File: src/lqrb_pkg.sv
// ----------------------------------------------------------------------------
// lqrb_pkg
// Shared types and constants for the link quality report builder.
// ----------------------------------------------------------------------------
package lqrb_pkg;

  localparam int IN_TDATA_W  = 320;
  localparam int OUT_TDATA_W = 184;
  localparam int FUNC_W      = 3;
  localparam int CFG_IDX_W   = 1;
  localparam int CFG_DATA_W  = 32;

  localparam logic [FUNC_W-1:0] FN_ROUND     = 3'd0;
  localparam logic [FUNC_W-1:0] FN_ADAPTER   = 3'd1;
  localparam logic [FUNC_W-1:0] FN_STREAM    = 3'd2;
  localparam logic [FUNC_W-1:0] FN_PROBE_ON  = 3'd3;
  localparam logic [FUNC_W-1:0] FN_PROBE_OFF = 3'd4;

  localparam logic [CFG_IDX_W-1:0] CFG_INTERVAL = 1'b0;
  localparam logic [CFG_IDX_W-1:0] CFG_VERSION  = 1'b1;

  localparam logic [31:0] INTERVAL_RST   = 32'd1000;
  localparam logic [6:0]  DIV_LOSS_STEPS = 7'd64;
  localparam logic [6:0]  DIV_MEAN_STEPS = 7'd16;
  localparam int          MEAN_PAD       = 48;

  typedef enum logic [3:0] {
    S_IDLE, S_SCAN, S_DELTA, S_MULA, S_MULB, S_LDL, S_DIVL, S_DIVM, S_OUT
  } state_t;

  typedef struct packed {
    logic accept;
    logic scan;
    logic delta;
    logic mula;
    logic mulb;
    logic div_loss;
    logic take_loss;
    logic take_mean;
    logic out_load;
  } cmd_t;

  typedef struct packed {
    logic stream_go;
    logic scan_done;
    logic div_done;
    logic out_free;
  } stat_t;

endpackage

File: src/lqrb_ctrl.sv
// ----------------------------------------------------------------------------
// lqrb_ctrl
// Sequencer for one request: table scan, deltas, loss and mean division.
// ----------------------------------------------------------------------------
module lqrb_ctrl (
  input  logic           clk,
  input  logic           rst_n,
  input  logic           in_tvalid,
  output logic           in_tready,
  input  lqrb_pkg::stat_t st,
  output lqrb_pkg::cmd_t  cmd
);

  lqrb_pkg::state_t state_r, state_nxt;

  always_ff @(posedge clk) begin
    if (!rst_n) state_r <= lqrb_pkg::S_IDLE;
    else        state_r <= state_nxt;
  end

  always_comb begin
    state_nxt = state_r;
    cmd       = '0;
    in_tready = 1'b0;
    case (state_r)
      lqrb_pkg::S_IDLE: begin
        in_tready = 1'b1;
        if (in_tvalid) begin
          cmd.accept = 1'b1;
          if (st.stream_go) state_nxt = lqrb_pkg::S_SCAN;
        end
      end
      lqrb_pkg::S_SCAN: begin
        cmd.scan = 1'b1;
        if (st.scan_done) state_nxt = lqrb_pkg::S_DELTA;
      end
      lqrb_pkg::S_DELTA: begin
        cmd.delta = 1'b1;
        state_nxt = lqrb_pkg::S_MULA;
      end
      lqrb_pkg::S_MULA: begin
        cmd.mula  = 1'b1;
        state_nxt = lqrb_pkg::S_MULB;
      end
      lqrb_pkg::S_MULB: begin
        cmd.mulb  = 1'b1;
        state_nxt = lqrb_pkg::S_LDL;
      end
      lqrb_pkg::S_LDL: begin
        cmd.div_loss = 1'b1;
        state_nxt    = lqrb_pkg::S_DIVL;
      end
      lqrb_pkg::S_DIVL: begin
        if (st.div_done) begin
          cmd.take_loss = 1'b1;
          state_nxt     = lqrb_pkg::S_DIVM;
        end
      end
      lqrb_pkg::S_DIVM: begin
        if (st.div_done) begin
          cmd.take_mean = 1'b1;
          state_nxt     = lqrb_pkg::S_OUT;
        end
      end
      lqrb_pkg::S_OUT: begin
        if (st.out_free) begin
          cmd.out_load = 1'b1;
          state_nxt    = lqrb_pkg::S_IDLE;
        end
      end
      default: state_nxt = lqrb_pkg::S_IDLE;
    endcase
  end

endmodule

File: config.mk
export PLATFORM = sky130hd
export DESIGN_NAME = lqrb_ctrl
export DESIGN_NICKNAME = d
export VERILOG_FILES = /design/src/lqrb_pkg.sv /design/src/lqrb_ctrl.sv
export SDC_FILE = /design/constraint.sdc
export NUM_CORES = 1
export LEC_CHECK = 0
export ABC_AREA = 1
export BUFFER_PORTS_ARGS = -buffer_cell sky130_fd_sc_hd__buf_2
export CORE_AREA = 2 2 39 41
export CTS_BUF_LIST = sky130_fd_sc_hd__clkbuf_4
export CTS_CLUSTER_SIZE = 28
export DETAILED_ROUTE_END_ITERATION = 7
export DIE_AREA = 0 0 41 43
export SLEW_MARGIN = 20
export SYNTH_ARGS = -nofsm -noshare
export SYNTH_HDL_FRONTEND = slang
export SYNTH_SLANG_ARGS = --single-unit
File: constraint.sdc
create_clock -name clk -period 2.45 [get_ports clk]
set_input_delay 0.1225 -clock clk [delete_from_list [all_inputs] [get_ports clk]]
set_output_delay 0.1225 -clock clk [all_outputs]
set_load 0.05 [all_outputs]
==> impl_metrics.json <==
{
  "finalCritPeriodShare": 0.620,
  "path_delay_family": "buffers and inverters",
  "cts_setup_buffers": 0,
  "gr-total-overflow": 0,
  "clk_pin_slew_ps": 40,
  "cts_tree": "built",
  "layout-drive-gt1-share": 0.453,
  "synth_edf_count": 0,
  "area_growth_pct": 36.6,
  "max_stage_delay_ps": 440,
  "antenna_found_initial": 0,
  "end_kind": "output port",
  "dieArea_um2": 1760,
  "leakagePower_nw": 0.250,
  "cts_buffers": 3,
  "p_per_area_nw_per_um2": 1240,
  "worst_slew_pin_slew_ps": 241,
  "drt-vias-per-instance": 4.30,
  "rows": 14,
  "power_switching_mw": 0.332,
  "synthArstFlopShare": 0,
  "ant_nets": 0,
  "final.setup.worst_slack_ps": 932,
  "cts_htree_levels": 1,
  "holdBufCountCts": 0,
  "cp_slowest_cell": "dfxtp_1",
  "rsz0062_at_grt": "no",
  "clkLatencyLatePin_ps": 230,
  "syn_inst": 56,
  "ioPinCount": 17,
  "routed_wl_um": 808,
  "cp_common_cell": "inv_1",
  "crit_fanout": 5,
  "fillers": 162,
  "synth.distinct_cells": 17,
  "synth_top_area_share": 0.239,
  "slew_headroom": 0.838,
  "grt_pass1_vias": 316,
  "fp.dieH_um": 43,
  "synthFlopType": "dfxtp_1",
  "largest_register_ffs": 4,
  "antenna_cells": 0,
  "avgSynthCellArea_um2": 5.99,
  "hold_path.class": "input port to flop",
  "crit_required_ps": 2330,
  "place_ws_ps": 1170,
  "pwr-share-clk": 0.141,
  "wl_per_cell_um": 8.88,
  "track_usage": 0.105,
  "setup_viol": 0,
  "drc": 0,
  "finalCriticalPeriod_ps": 1520,
  "peakVddDrop_mv": 0.337,
  "syn_area_um2": 335,
  "reg2reg_from": "state_r[1]$_SDFFE_PN0P_",
  "num_vias": 391,
  "whs_ps": 140,
  "swShare": 0.586,
  "synthTopCellsByCount": "nand2_1, nor2_1, inv_1, nor2_2, nor3_1",
  "drv_slew": 0,
  "cp.arrival_ps": 1400,
  "portBuffers": 16,
  "setup.worst_path.start_class": "flop",
  "power.share.sequential": 0.204,
  "status": "finished, final reports clean",
  "cts_root_buffer": "clkbuf_4",
  "dp_hpwl_um": 674,
  "hold_violations": 0,
  "top_register": "state_r",
  "worstPathCellList": "inv_2, nor2_4, inv_1, nor2_1, nand2_1, inv_1, buf_2",
  "critPathKind": "flop to output port",
  "startpoint": "state_r[2]$_SDFFE_PN0P_",
  "cp_num_buf_inv": 4,
  "grt_pass1_wl_um": 1230,
  "drt_iter0_drc": 6,
  "yosys_warnings": 0,
  "yosysSeqAreaShare": 0.239,
  "p_total_mw": 0.566,
  "place_congestion": 0.725,
  "internal_power_mw": 0.234,
  "ys_ff_latch": 4,
  "core_area_um2": 1380,
  "synth_largest_area_cell": "dfxtp_1",
  "fin_nets": 84,
  "fin_tns_setup_ps": 0,
  "clkSinkCount": 4,
  "start_util": 0.242,
  "top_regs": "state_r x4",
  "combPwrFrac": 0.655,
  "synth_area_leaders": "dfxtp_1, nand2_1, nor2_1, nor2_2, nor3_1",
  "maxCapViolations": 0,
  "fin_worst_skew_ps": 4.95,
  "synth_nets": 63,
  "cts_resized": 0,
  "grt_max_degree": 7,
  "timing.fmax_mhz": 659,
  "worst_hold_startpoint": "rst_n",
  "first_pass_iters": 4,
  "cts_buffer_depth": 2,
  "die_x_um": 41
}
## metrics by stage
stage,cell area (um2),util,instances
2_1_floorplan,335,-,56
3_3_place_gp,435,0.315,88
3_5_place_dp,435,0.315,88
4_1_cts,458,0.331,91
5_1_grt,458,0.331,91
6_report,458,0.331,91
## power by group through the flow
stage | clock, mW | combinational, mW | sequential (mW)
after CTS | 0.0848 | 0.377 | 0.116
after global placement | 0 | 0.376 | 0.116
after floorplan | 0 | 0.308 | 0.110
after detailed placement | 0 | 0.375 | 0.117
after global routing | 0.0921 | 0.408 | 0.117
final | 0.0801 | 0.371 | 0.115
## worst paths after layout
kind | end | slack [ps] | depth (start not counted)
worst max register to register | state_r[1]$_SDFFE_PN0P_ | 1360 | 7
worst min register to register | state_r[1]$_SDFFE_PN0P_ | 570 | 2
worst min-delay path | state_r[1]$_SDFFE_PN0P_ | 140 | 3
worst max-delay path | cmd[1] | 930 | 7
## area by class of cell
class,count,area (um2),share of cell area
clock buffer,3,22.5,0.0492
multi-input combinational,42,218,0.475
sequential,4,80.1,0.175
inverter,10,37.5,0.0820
tap,16,20.0,0.0437
timing repair buffer,16,80.1,0.175
## cells in the final DEF, fill, tap and decap left out
cell type | netlist | final
and3_1 | 1 | 1
buf_2 | 0 | 16
dfxtp_1 | 4 | 4
inv_1 | 6 | 6
nand3b_1 | 1 | 1
nor2_4 | 1 | 1
clkbuf_4 | 0 | 3
nand3_2 | 1 | 1
o21ai_1 | 2 | 2
a21oi_1 | 1 | 1
inv_2 | 4 | 4
nand2_2 | 3 | 3
nand2_1 | 9 | 9
nor2_2 | 5 | 5
nor2_1 | 9 | 9
nor3_1 | 5 | 5
nand3_1 | 2 | 2
a21oi_2 | 1 | 1
nor4_1 | 1 | 1
## worst reg2reg max path: cells and delay by family (launching register included)
family | cells | cell delay, ps
flops | 1 | 440
simple gates | 7 | 540
## logic make-up (layout without fill, tap and decap cells)
group | count (synthesis) | in the layout | synth area share
AO/OA/AOI/OAI | 4 | 4 | 0.0709
buffers and inverters | 10 | 29 | 0.112
flip-flops | 4 | 4 | 0.239
AND/OR/NAND/NOR | 38 | 38 | 0.578
## metal layers
metal	wire, um	track usage
met4	0	0.0800
met3	48	0.0314
met2	405	0.153
met5	0	0
met1	354	0.120
(Power assumes the default switching activity.)
